$ cat src/i2cmbe_pkg.sv
// Package for the I2C master byte engine.
// Holds the payload structs, command codes, queue sizing and reset constants.
// No dependencies.
package i2cmbe_pkg;

    // Raw op codes on the input item
    localparam logic [2:0] OP_NONE  = 3'd0;
    localparam logic [2:0] OP_START = 3'd1;
    localparam logic [2:0] OP_STOP  = 3'd2;
    localparam logic [2:0] OP_WRITE = 3'd3;
    localparam logic [2:0] OP_READ  = 3'd4;

    // Default width of the segment wait counter
    localparam int WAIT_WIDTH_DEF = 16;

    // Reset value of half_period
    localparam logic [15:0] HALF_PERIOD_RST = 16'd10;

    // Depth of the input and result queues
    localparam int QDEPTH = 2;
    localparam int QPTR_W = (QDEPTH > 1) ? $clog2(QDEPTH) : 1;
    localparam int QCNT_W = $clog2(QDEPTH + 1);

    // Classified command, as decided by the front end
    typedef enum logic [2:0] {
        CMD_NONE  = 3'd0,
        CMD_START = 3'd1,
        CMD_STOP  = 3'd2,
        CMD_WRITE = 3'd3,
        CMD_READ  = 3'd4
    } t_cmd;

    // One input item (one tick)
    typedef struct packed {
        logic [2:0] op;
        logic [7:0] wr_byte;
        logic       send_nack;
        logic       sda_in;
    } t_in_item;

    // One result item (one tick)
    typedef struct packed {
        logic       scl_level;
        logic       sda_release;
        logic       busy_res;
        logic       done_res;
        logic [7:0] rx_byte;
        logic       ack_bit;
    } t_out_item;

    // Item held in the front queue: tick payload plus its decoded command
    typedef struct packed {
        t_cmd     cmd;
        t_in_item item;
    } t_front_item;

    // Handshake between a queue and the engine
    typedef struct packed {
        logic valid;
        logic take;
    } t_hs;

endpackage

$ cat src/i2cmbe_front.sv
// Front end of the I2C master byte engine: accepts ticks, decodes the op
// and queues them for the engine. Depends on i2cmbe_pkg.
module i2cmbe_front
    import i2cmbe_pkg::*;
(
    input  logic        i_clk,
    input  logic        i_rst_n,
    input  logic        push,
    output logic        full,
    input  t_in_item    i_in_item,
    input  logic        i_take,
    output logic        o_valid,
    output t_front_item o_item
);

    t_front_item        r_mem [QDEPTH];
    logic [QPTR_W-1:0]  r_wptr;
    logic [QPTR_W-1:0]  r_rptr;
    logic [QCNT_W-1:0]  r_count;
    logic [QPTR_W-1:0]  n_wptr;
    logic [QPTR_W-1:0]  n_rptr;
    logic [QCNT_W-1:0]  n_count;
    logic               wr_en;
    logic               rd_en;
    t_cmd               dec_cmd;

    // Op decode; codes without meaning become no command
    always_comb begin
        case (i_in_item.op)
            OP_START: dec_cmd = CMD_START;
            OP_STOP:  dec_cmd = CMD_STOP;
            OP_WRITE: dec_cmd = CMD_WRITE;
            OP_READ:  dec_cmd = CMD_READ;
            default:  dec_cmd = CMD_NONE;
        endcase
    end

    assign full    = (r_count == QCNT_W'(QDEPTH));
    assign o_valid = (r_count != '0);
    assign o_item  = r_mem[r_rptr];
    assign wr_en   = push && !full;
    assign rd_en   = i_take && o_valid;

    // Pointer and fill count update
    always_comb begin
        n_wptr  = r_wptr;
        n_rptr  = r_rptr;
        n_count = r_count;
        if (wr_en) begin
            n_wptr = (r_wptr == QPTR_W'(QDEPTH - 1)) ? '0 : r_wptr + 1'b1;
        end
        if (rd_en) begin
            n_rptr = (r_rptr == QPTR_W'(QDEPTH - 1)) ? '0 : r_rptr + 1'b1;
        end
        if (wr_en && !rd_en) begin
            n_count = r_count + 1'b1;
        end else if (rd_en && !wr_en) begin
            n_count = r_count - 1'b1;
        end
    end

    always_ff @(posedge i_clk) begin
        if (!i_rst_n) begin
            r_wptr  <= '0;
            r_rptr  <= '0;
            r_count <= '0;
        end else begin
            r_wptr  <= n_wptr;
            r_rptr  <= n_rptr;
            r_count <= n_count;
        end
    end

    // Queue storage
    always_ff @(posedge i_clk) begin
        if (wr_en) begin
            r_mem[r_wptr] <= '{cmd: dec_cmd, item: i_in_item};
        end
    end

endmodule

$ cat src/i2cmbe_core.sv
// Bus engine of the I2C master byte engine: runs the segment sequencer for
// one tick per queued item and builds its result. Depends on i2cmbe_pkg.
module i2cmbe_core
    import i2cmbe_pkg::*;
#(
    parameter int WAIT_WIDTH = WAIT_WIDTH_DEF
) (
    input  logic        i_clk,
    input  logic        i_rst_n,
    input  logic        i_cfg_valid,
    input  logic [15:0] i_cfg_data,
    input  logic        i_fire,
    input  t_front_item i_item,
    output t_out_item   o_result
);

    // Segment index within a command, one-hot
    typedef enum logic [6:0] {
        P_IDLE = 7'b0000001,
        P_1    = 7'b0000010,
        P_2    = 7'b0000100,
        P_3    = 7'b0001000,
        P_4    = 7'b0010000,
        P_5    = 7'b0100000,
        P_6    = 7'b1000000
    } t_phase;

    localparam logic [32:0] WAIT_MAX = (33'd1 << WAIT_WIDTH) - 33'd1;

    logic [15:0]           r_half;
    t_phase                r_phase;
    t_phase                n_phase;
    t_cmd                  r_op;
    t_cmd                  n_op;
    logic [3:0]            r_bc;
    logic [3:0]            n_bc;
    logic [WAIT_WIDTH-1:0] r_wait;
    logic [WAIT_WIDTH-1:0] n_wait;
    logic [7:0]            r_shift;
    logic [7:0]            n_shift;
    logic                  r_scl;
    logic                  n_scl;
    logic                  r_sda;
    logic                  n_sda;
    logic                  r_ack;
    logic                  n_ack;
    logic                  r_nack;
    logic                  n_nack;
    logic [7:0]            r_rx;
    logic [7:0]            n_rx;
    logic [32:0]           hp_wide;
    logic [32:0]           hp_clip;
    logic [WAIT_WIDTH-1:0] hp_sat;
    logic                  start_cmd;
    logic                  fin;
    logic                  busy;
    logic                  scl_out;
    logic                  sda_out;

    // SCL/SDA levels of a segment: {scl, sda}
    function automatic logic [1:0] seg_lv(t_cmd op, t_phase p, logic msb, logic nk);
        logic c;
        logic d;
        c = 1'b0;
        d = 1'b1;
        case (op)
            CMD_START: begin
                c = (p == P_1) || (p == P_2);
                d = (p == P_1);
            end
            CMD_STOP: begin
                c = (p != P_1);
                d = (p == P_3);
            end
            CMD_WRITE: begin
                c = (p == P_2) || (p == P_4);
                d = ((p == P_1) || (p == P_2)) ? msb : 1'b1;
            end
            CMD_READ: begin
                c = (p == P_2) || (p == P_5);
                d = ((p == P_4) || (p == P_5) || (p == P_6)) ? nk : 1'b1;
            end
            default: begin
                c = 1'b0;
                d = 1'b1;
            end
        endcase
        return {c, d};
    endfunction

    // Segment length: clip to the counter range, zero counts as one tick
    assign hp_wide = 33'(r_half);
    assign hp_clip = (hp_wide > WAIT_MAX) ? WAIT_MAX : hp_wide;
    assign hp_sat  = (hp_clip == '0) ? WAIT_WIDTH'(1) : hp_clip[WAIT_WIDTH-1:0];

    assign start_cmd = (r_phase == P_IDLE) && (i_item.cmd != CMD_NONE);

    // One tick of the sequencer
    always_comb begin
        n_phase = r_phase;
        n_op    = r_op;
        n_bc    = r_bc;
        n_wait  = r_wait;
        n_shift = r_shift;
        n_scl   = r_scl;
        n_sda   = r_sda;
        n_ack   = r_ack;
        n_nack  = r_nack;
        n_rx    = r_rx;
        fin     = 1'b0;

        // command launch: first segment starts on this tick
        if (start_cmd) begin
            n_op    = i_item.cmd;
            n_phase = P_1;
            n_bc    = '0;
            if (i_item.cmd == CMD_WRITE) begin
                n_shift = i_item.item.wr_byte;
            end
            if (i_item.cmd == CMD_READ) begin
                n_shift = '0;
                n_nack  = i_item.item.send_nack;
            end
            {n_scl, n_sda} = seg_lv(n_op, n_phase, n_shift[7], n_nack);
            n_wait = hp_sat;
        end

        scl_out = n_scl;
        sda_out = n_sda;
        busy    = (n_phase != P_IDLE);

        // count down; at zero the segment ends
        if (busy) begin
            n_wait = n_wait - 1'b1;
            if (n_wait == '0) begin
                case (n_op)
                    CMD_START, CMD_STOP: begin
                        if (n_phase == P_3) begin
                            fin = 1'b1;
                        end else begin
                            n_phase = t_phase'({n_phase[5:0], 1'b0});
                        end
                    end
                    CMD_WRITE: begin
                        if (n_phase == P_2) begin
                            n_shift = {n_shift[6:0], 1'b0};
                            n_bc    = n_bc + 1'b1;
                            n_phase = (n_bc >= 4'd8) ? P_3 : P_1;
                        end else begin
                            if (n_phase == P_4) begin
                                n_ack = i_item.item.sda_in;
                            end
                            if (n_phase == P_5) begin
                                fin = 1'b1;
                            end else begin
                                n_phase = t_phase'({n_phase[5:0], 1'b0});
                            end
                        end
                    end
                    CMD_READ: begin
                        if (n_phase == P_2) begin
                            n_shift = {n_shift[6:0], i_item.item.sda_in};
                            n_bc    = n_bc + 1'b1;
                            n_phase = P_3;
                        end else if (n_phase == P_3) begin
                            n_phase = (n_bc >= 4'd8) ? P_4 : P_2;
                        end else if (n_phase == P_6) begin
                            n_rx = n_shift;
                            fin  = 1'b1;
                        end else begin
                            n_phase = t_phase'({n_phase[5:0], 1'b0});
                        end
                    end
                    default: begin
                        fin = 1'b1;
                    end
                endcase
                if (fin) begin
                    n_phase = P_IDLE;
                end else begin
                    {n_scl, n_sda} = seg_lv(n_op, n_phase, n_shift[7], n_nack);
                    n_wait = hp_sat;
                end
            end
        end
    end

    // Result of this tick
    always_comb begin
        o_result.scl_level   = scl_out;
        o_result.sda_release = sda_out;
        o_result.busy_res    = busy;
        o_result.done_res    = fin;
        o_result.rx_byte     = n_rx;
        o_result.ack_bit     = n_ack;
    end

    // Engine state, advanced only when a tick is processed
    always_ff @(posedge i_clk) begin
        if (!i_rst_n) begin
            r_phase <= P_IDLE;
            r_op    <= CMD_NONE;
            r_bc    <= '0;
            r_wait  <= '0;
            r_shift <= '0;
            r_scl   <= 1'b1;
            r_sda   <= 1'b1;
            r_ack   <= 1'b0;
            r_nack  <= 1'b0;
            r_rx    <= '0;
        end else if (i_fire) begin
            r_phase <= n_phase;
            r_op    <= n_op;
            r_bc    <= n_bc;
            r_wait  <= n_wait;
            r_shift <= n_shift;
            r_scl   <= n_scl;
            r_sda   <= n_sda;
            r_ack   <= n_ack;
            r_nack  <= n_nack;
            r_rx    <= n_rx;
        end
    end

    // Configuration register
    always_ff @(posedge i_clk) begin
        if (!i_rst_n) begin
            r_half <= HALF_PERIOD_RST;
        end else if (i_cfg_valid) begin
            r_half <= i_cfg_data;
        end
    end

    // A running command always has ticks left in its segment
    a_wait_live: assert property (@(posedge i_clk) disable iff (!i_rst_n)
        (r_phase != P_IDLE) |-> (r_wait != '0))
        else $error("wait counter empty while busy");

    // Bit counter never passes the byte length
    a_bc_range: assert property (@(posedge i_clk) disable iff (!i_rst_n)
        r_bc <= 4'd8)
        else $error("bit counter out of range");

    // Dropping out of a command only happens with a done pulse
    a_done_exit: assert property (@(posedge i_clk) disable iff (!i_rst_n)
        (i_fire && (r_phase != P_IDLE) && (n_phase == P_IDLE)) |-> o_result.done_res)
        else $error("command ended without done");

    // A processed tick while idle that launches nothing leaves the bus unchanged
    a_idle_hold: assert property (@(posedge i_clk) disable iff (!i_rst_n)
        (i_fire && (r_phase == P_IDLE) && (i_item.cmd == CMD_NONE))
        |=> ($stable(r_scl) && $stable(r_sda) && (r_phase == P_IDLE)))
        else $error("idle tick changed bus levels");

endmodule

$ cat src/i2cmbe_rq.sv
// Result queue of the I2C master byte engine: holds finished result items
// until the receiver pops them. Depends on i2cmbe_pkg.
module i2cmbe_rq
    import i2cmbe_pkg::*;
(
    input  logic      i_clk,
    input  logic      i_rst_n,
    input  logic      i_push,
    input  t_out_item i_data,
    output logic      o_full,
    input  logic      pop,
    output logic      empty,
    output t_out_item o_data
);

    t_out_item          r_mem [QDEPTH];
    logic [QPTR_W-1:0]  r_wptr;
    logic [QPTR_W-1:0]  r_rptr;
    logic [QCNT_W-1:0]  r_count;
    logic [QPTR_W-1:0]  n_wptr;
    logic [QPTR_W-1:0]  n_rptr;
    logic [QCNT_W-1:0]  n_count;
    logic               wr_en;
    logic               rd_en;

    assign o_full = (r_count == QCNT_W'(QDEPTH));
    assign empty  = (r_count == '0);
    assign o_data = r_mem[r_rptr];
    assign wr_en  = i_push && !o_full;
    assign rd_en  = pop && !empty;

    // Pointer and fill count update
    always_comb begin
        n_wptr  = r_wptr;
        n_rptr  = r_rptr;
        n_count = r_count;
        if (wr_en) begin
            n_wptr = (r_wptr == QPTR_W'(QDEPTH - 1)) ? '0 : r_wptr + 1'b1;
        end
        if (rd_en) begin
            n_rptr = (r_rptr == QPTR_W'(QDEPTH - 1)) ? '0 : r_rptr + 1'b1;
        end
        if (wr_en && !rd_en) begin
            n_count = r_count + 1'b1;
        end else if (rd_en && !wr_en) begin
            n_count = r_count - 1'b1;
        end
    end

    always_ff @(posedge i_clk) begin
        if (!i_rst_n) begin
            r_wptr  <= '0;
            r_rptr  <= '0;
            r_count <= '0;
        end else begin
            r_wptr  <= n_wptr;
            r_rptr  <= n_rptr;
            r_count <= n_count;
        end
    end

    // Queue storage
    always_ff @(posedge i_clk) begin
        if (wr_en) begin
            r_mem[r_wptr] <= i_data;
        end
    end

endmodule

$ cat src/i2c_master_byte_engine.sv
// I2C master byte engine, top level.
// Usage:
//   Input channel (push/full): one transaction is one tick of the bus
//   engine. It carries the sampled SDA level and, when the engine is idle,
//   a command: start, stop, write byte, or read byte with ACK/NACK.
//   Result channel (empty/pop): exactly one result per tick, in order,
//   with the SCL/SDA levels to drive, busy, a one-tick done pulse, the
//   last received byte and the last write's ACK bit.
//   Configuration channel (valid/ready): half_period, ticks per segment;
//   ready is always high, write it only while the engine is idle.
// Timing:
//   A tick's result shows on the result ports after the engine takes it from
//   the input queue and writes its result into the result queue. The engine
//   processes one tick per clock while a tick is queued and a result slot is
//   free, so throughput is one transaction per cycle; the sequencer step is combinational.
// Reset: queues empty, engine idle, SCL and SDA released high,
//   half_period 10, rx_byte and ack_bit zero.
// Stall: when pop stays low the result queue fills, the engine holds its
//   state, then the input queue fills and full rises. No tick is lost.
module i2c_master_byte_engine
    import i2cmbe_pkg::*;
#(
    parameter int WAIT_WIDTH = WAIT_WIDTH_DEF
) (
    input  logic        i_clk,
    input  logic        i_rst_n,
    input  logic        push,
    output logic        full,
    input  t_in_item    i_in_item,
    output logic        empty,
    input  logic        pop,
    output t_out_item   o_result,
    input  logic        i_cfg_valid,
    output logic        o_cfg_ready,
    input  logic [15:0] i_cfg_data
);

    t_hs         front_hs;
    t_front_item front_item;
    t_out_item   core_result;
    logic        rq_full;

    assign o_cfg_ready    = 1'b1;

    // Engine advances when a tick is queued and a result slot is free
    assign front_hs.take  = front_hs.valid && !rq_full;

    i2cmbe_front u_front (
        .i_clk     (i_clk),
        .i_rst_n   (i_rst_n),
        .push      (push),
        .full      (full),
        .i_in_item (i_in_item),
        .i_take    (front_hs.take),
        .o_valid   (front_hs.valid),
        .o_item    (front_item)
    );

    i2cmbe_core #(
        .WAIT_WIDTH (WAIT_WIDTH)
    ) u_core (
        .i_clk       (i_clk),
        .i_rst_n     (i_rst_n),
        .i_cfg_valid (i_cfg_valid && o_cfg_ready),
        .i_cfg_data  (i_cfg_data),
        .i_fire      (front_hs.take),
        .i_item      (front_item),
        .o_result    (core_result)
    );

    i2cmbe_rq u_rq (
        .i_clk   (i_clk),
        .i_rst_n (i_rst_n),
        .i_push  (front_hs.take),
        .i_data  (core_result),
        .o_full  (rq_full),
        .pop     (pop),
        .empty   (empty),
        .o_data  (o_result)
    );

endmodule

$ cat config.mk
export PLATFORM = sky130hd
export DESIGN_NAME = i2c_master_byte_engine
export DESIGN_NICKNAME = d
export VERILOG_FILES = /design/src/i2cmbe_pkg.sv /design/src/i2cmbe_front.sv /design/src/i2cmbe_core.sv /design/src/i2cmbe_rq.sv /design/src/i2c_master_byte_engine.sv
export SDC_FILE = /design/constraint.sdc
export NUM_CORES = 1
export LEC_CHECK = 0
export BUFFER_PORTS_ARGS = -buffer_cell sky130_fd_sc_hd__buf_2
export CAP_MARGIN = 20
export CORE_UTILIZATION = 37
export CTS_CLUSTER_DIAMETER = 30
export CTS_CLUSTER_SIZE = 30
export DETAILED_ROUTE_END_ITERATION = 10
export PLACE_DENSITY = 0.57
export SYNTH_ARGS = -nofsm -noshare
export SYNTH_HDL_FRONTEND = slang
export SYNTH_HIERARCHICAL = 1
export SYNTH_SLANG_ARGS = --single-unit
$ cat constraint.sdc
create_clock -name i_clk -period 5.9 [get_ports i_clk]
set_input_delay 1.18 -clock i_clk [delete_from_list [all_inputs] [get_ports i_clk]]
set_output_delay 1.18 -clock i_clk [all_outputs]
set_load 0.005 [all_outputs]
==> impl_metrics.json <==
{
  "grt-ovfl-total": 0,
  "grt_pass1_vias": 5653,
  "fin_ws_ps": 462,
  "pwr-share-clk": 0.229,
  "grt_pass1_wl_um": 30500,
  "slowest_delay_ps": 690,
  "nets": 851,
  "antenna_found_initial": 0,
  "timing.slew.headroom": 0.285,
  "dr.pass1.iters": 5,
  "p_comb_frac": 0.509,
  "area_growth_pct": 13.9,
  "cts_hold_buf": 0,
  "setup_violations": 0,
  "path_cells": "or4b_4 > nor3_4 > mux2i_1 > ha_1 > or4b_2 > nor4_4 > o22ai_1 > nor4_1 > o211ai_1 > or4_1 > nor4b_1 > mux2_2",
  "min_delay_path_depth": 2,
  "core_um2": 19600,
  "tightest_slew_ps": 1070,
  "cts_tree": "yes",
  "finalHoldViolCount": 0,
  "seqPwrFrac": 0.262,
  "cp.arrival_ps": 5600,
  "period_share": 0.922,
  "crit_cells": 12,
  "die_width_um": 144,
  "io_pins": 50,
  "worst_ep_required_time_ps": 6070,
  "timing.hold.ws_ps": 457,
  "wl_um": 19100,
  "final_util": 0.432,
  "cts-resized-gates": 0,
  "outcome": "completed",
  "max-cap-violations": 0,
  "track_usage": 0.194,
  "rsz0062_at_grt": "false",
  "p_leak_nw": 3.07,
  "grt_max_degree": 60,
  "cpMaxStageDelayCell": "or4_1",
  "crit_fanout": 19,
  "die_h_um": 144,
  "layout-drive-gt1-share": 0.210,
  "syn_inst": 785,
  "vias_per_cell": 5.68,
  "yosys_warnings": 6,
  "post-cts-setup-buffers": 0,
  "drt_iter0_markers": 581,
  "cts-root-buf": "clkbuf_16",
  "syn_nets": 824,
  "ant_nets": 0,
  "crit_buf_inv": 0,
  "vias": 6194,
  "cts_buffers": 17,
  "clock_skew_ps": 14.1,
  "min_period_ps": 5440,
  "reg2reg_depth": 12,
  "io_buffers": 48,
  "finalSetupTns_ps": 0,
  "num_antenna_cells": 0,
  "worstSetupStartpoint": "u_core/r_phase[0]$_SDFFE_PN1P_",
  "dp_hpwl_um": 13000,
  "netSwitchingPower_mw": 2.09,
  "p_int_mw": 2.72,
  "slew_violations": 0,
  "wl_per_cell_um": 17.5,
  "place_inst": 1058,
  "dpl_worst_slack_ps": 527,
  "final_cell_count_no_fill": 1090,
  "cts.htree.levels": 4,
  "cts_sinks": 128,
  "cp_top_family": "simple AND/OR/NAND/NOR gates",
  "crit_path_start_kind": "flip-flop",
  "worstSetupPathType": "reg2reg",
  "swShare": 0.434,
  "p_per_area_nw_per_um2": 568,
  "min-delay-start": "u_core/r_rx[1]$_SDFFE_PN0P_",
  "cts_buffer_depth": 2,
  "cts.clk_slew.worst_paths_ps": 70,
  "max_freq_mhz": 184,
  "drc": 0,
  "hp-class": "reg2reg",
  "reg2reg_from": "u_core/r_phase[0]$_SDFFE_PN1P_",
  "row_count": 51,
  "syn_avg_cell_area_um2": 9.46,
  "netlist_area_um2": 7430,
  "start_util": 0.379,
  "cp-end-kind": "flip-flop",
  "gp_congestion": 0.917,
  "irDropWorstVdd_uv": 299,
  "fp.dieArea_um2": 20600,
  "clk_latency_ps": 430
}
## tightest hold or removal path, cell delays in order, from the launching register on
cell and delay (ps):
dfxtp_1 310, nand2_1 50, mux2i_1 50
## placed cells by master, fill, tap and decap left out, types with 7 or more instances in the layout
cell type   n
clkbuf_16  17
nor2_1     75
dfxtp_1    76
buf_4      20
or3_1       9
nand2_1    67
o211ai_1    9
nand3_1    14
inv_1      15
and2_1     11
a21oi_1    33
xor2_1      8
nand4_1    11
nor4_1     10
o31ai_1    15
xnor2_1    12
nor3_1     20
edfxtp_1   52
buf_2      48
mux2_2     41
o21ai_0    37
a31oi_1    16
o21a_1      8
mux2i_1    51
a31o_2      7
## power by group through the flow
stage	Clock (mW)	Sequential (mW)	Combinational (mW)
4_1_cts	1.12	1.26	2.41
6_report	1.10	1.26	2.44
3_5_place_dp	0	1.27	2.39
2_1_floorplan	0	1.20	1.90
3_3_place_gp	0	1.27	2.42
5_1_grt	1.16	1.28	2.67
## flip-flops by register name, indices dropped and copies added, names as in the netlist, named ones only
name	flops
u_front/r_mem	26
u_rq/r_mem	26
u_core/r_half	16
u_core/r_wait	16
u_core/r_rx	8
u_core/r_shift	8
u_core/r_phase	7
u_core/r_bc	4
u_core/r_op	3
u_front/r_count	2
u_rq/r_count	2
u_core/r_ack	1
u_core/r_nack	1
u_core/r_scl	1
u_core/r_sda	1
u_front/r_rptr	1
u_front/r_wptr	1
u_rq/r_rptr	1
u_rq/r_wptr	1
## per-layer routing
| layer | vias up | global-route usage | routed length, um |
|---|---|---|---|
| met5 | - | 0 | 0 |
| met4 | 0 | 0.0784 | 386 |
| met3 | 32 | 0.0320 | 1160 |
| met2 | 225 | 0.304 | 8520 |
| met1 | 2947 | 0.266 | 9040 |
| li1 | 2990 | - | - |
## stage by stage
step | power, mW | area (um^2)
2_1_floorplan | 3.10 | 7430
3_3_place_gp | 3.69 | 7850
3_5_place_dp | 3.67 | 7850
4_1_cts | 4.79 | 8460
5_1_grt | 5.11 | 8460
6_report | 4.80 | 8460
## final cells by class
cell class / instances / area (um^2)
Timing Repair Buffer: 68 / 390
Inverter: 18 / 67.6
Multi-Input combinational cell: 579 / 3980
Clock inverter: 13 / 176
Tap cell: 265 / 332
Fill cell: 1910 / 11100
Clock buffer: 19 / 433
Sequential cell: 128 / 3080
## worst paths after layout
kind	endpoint	slack, ps
min	u_core/r_rx[1]$_SDFFE_PN0P_	460
max	u_rq/r_mem[0][0]$_DFFE_PP_	460
max reg2reg	u_rq/r_mem[0][0]$_DFFE_PP_	460
min reg2reg	u_core/r_rx[1]$_SDFFE_PN0P_	460
Note: power is estimated with default switching activity, not from simulation.
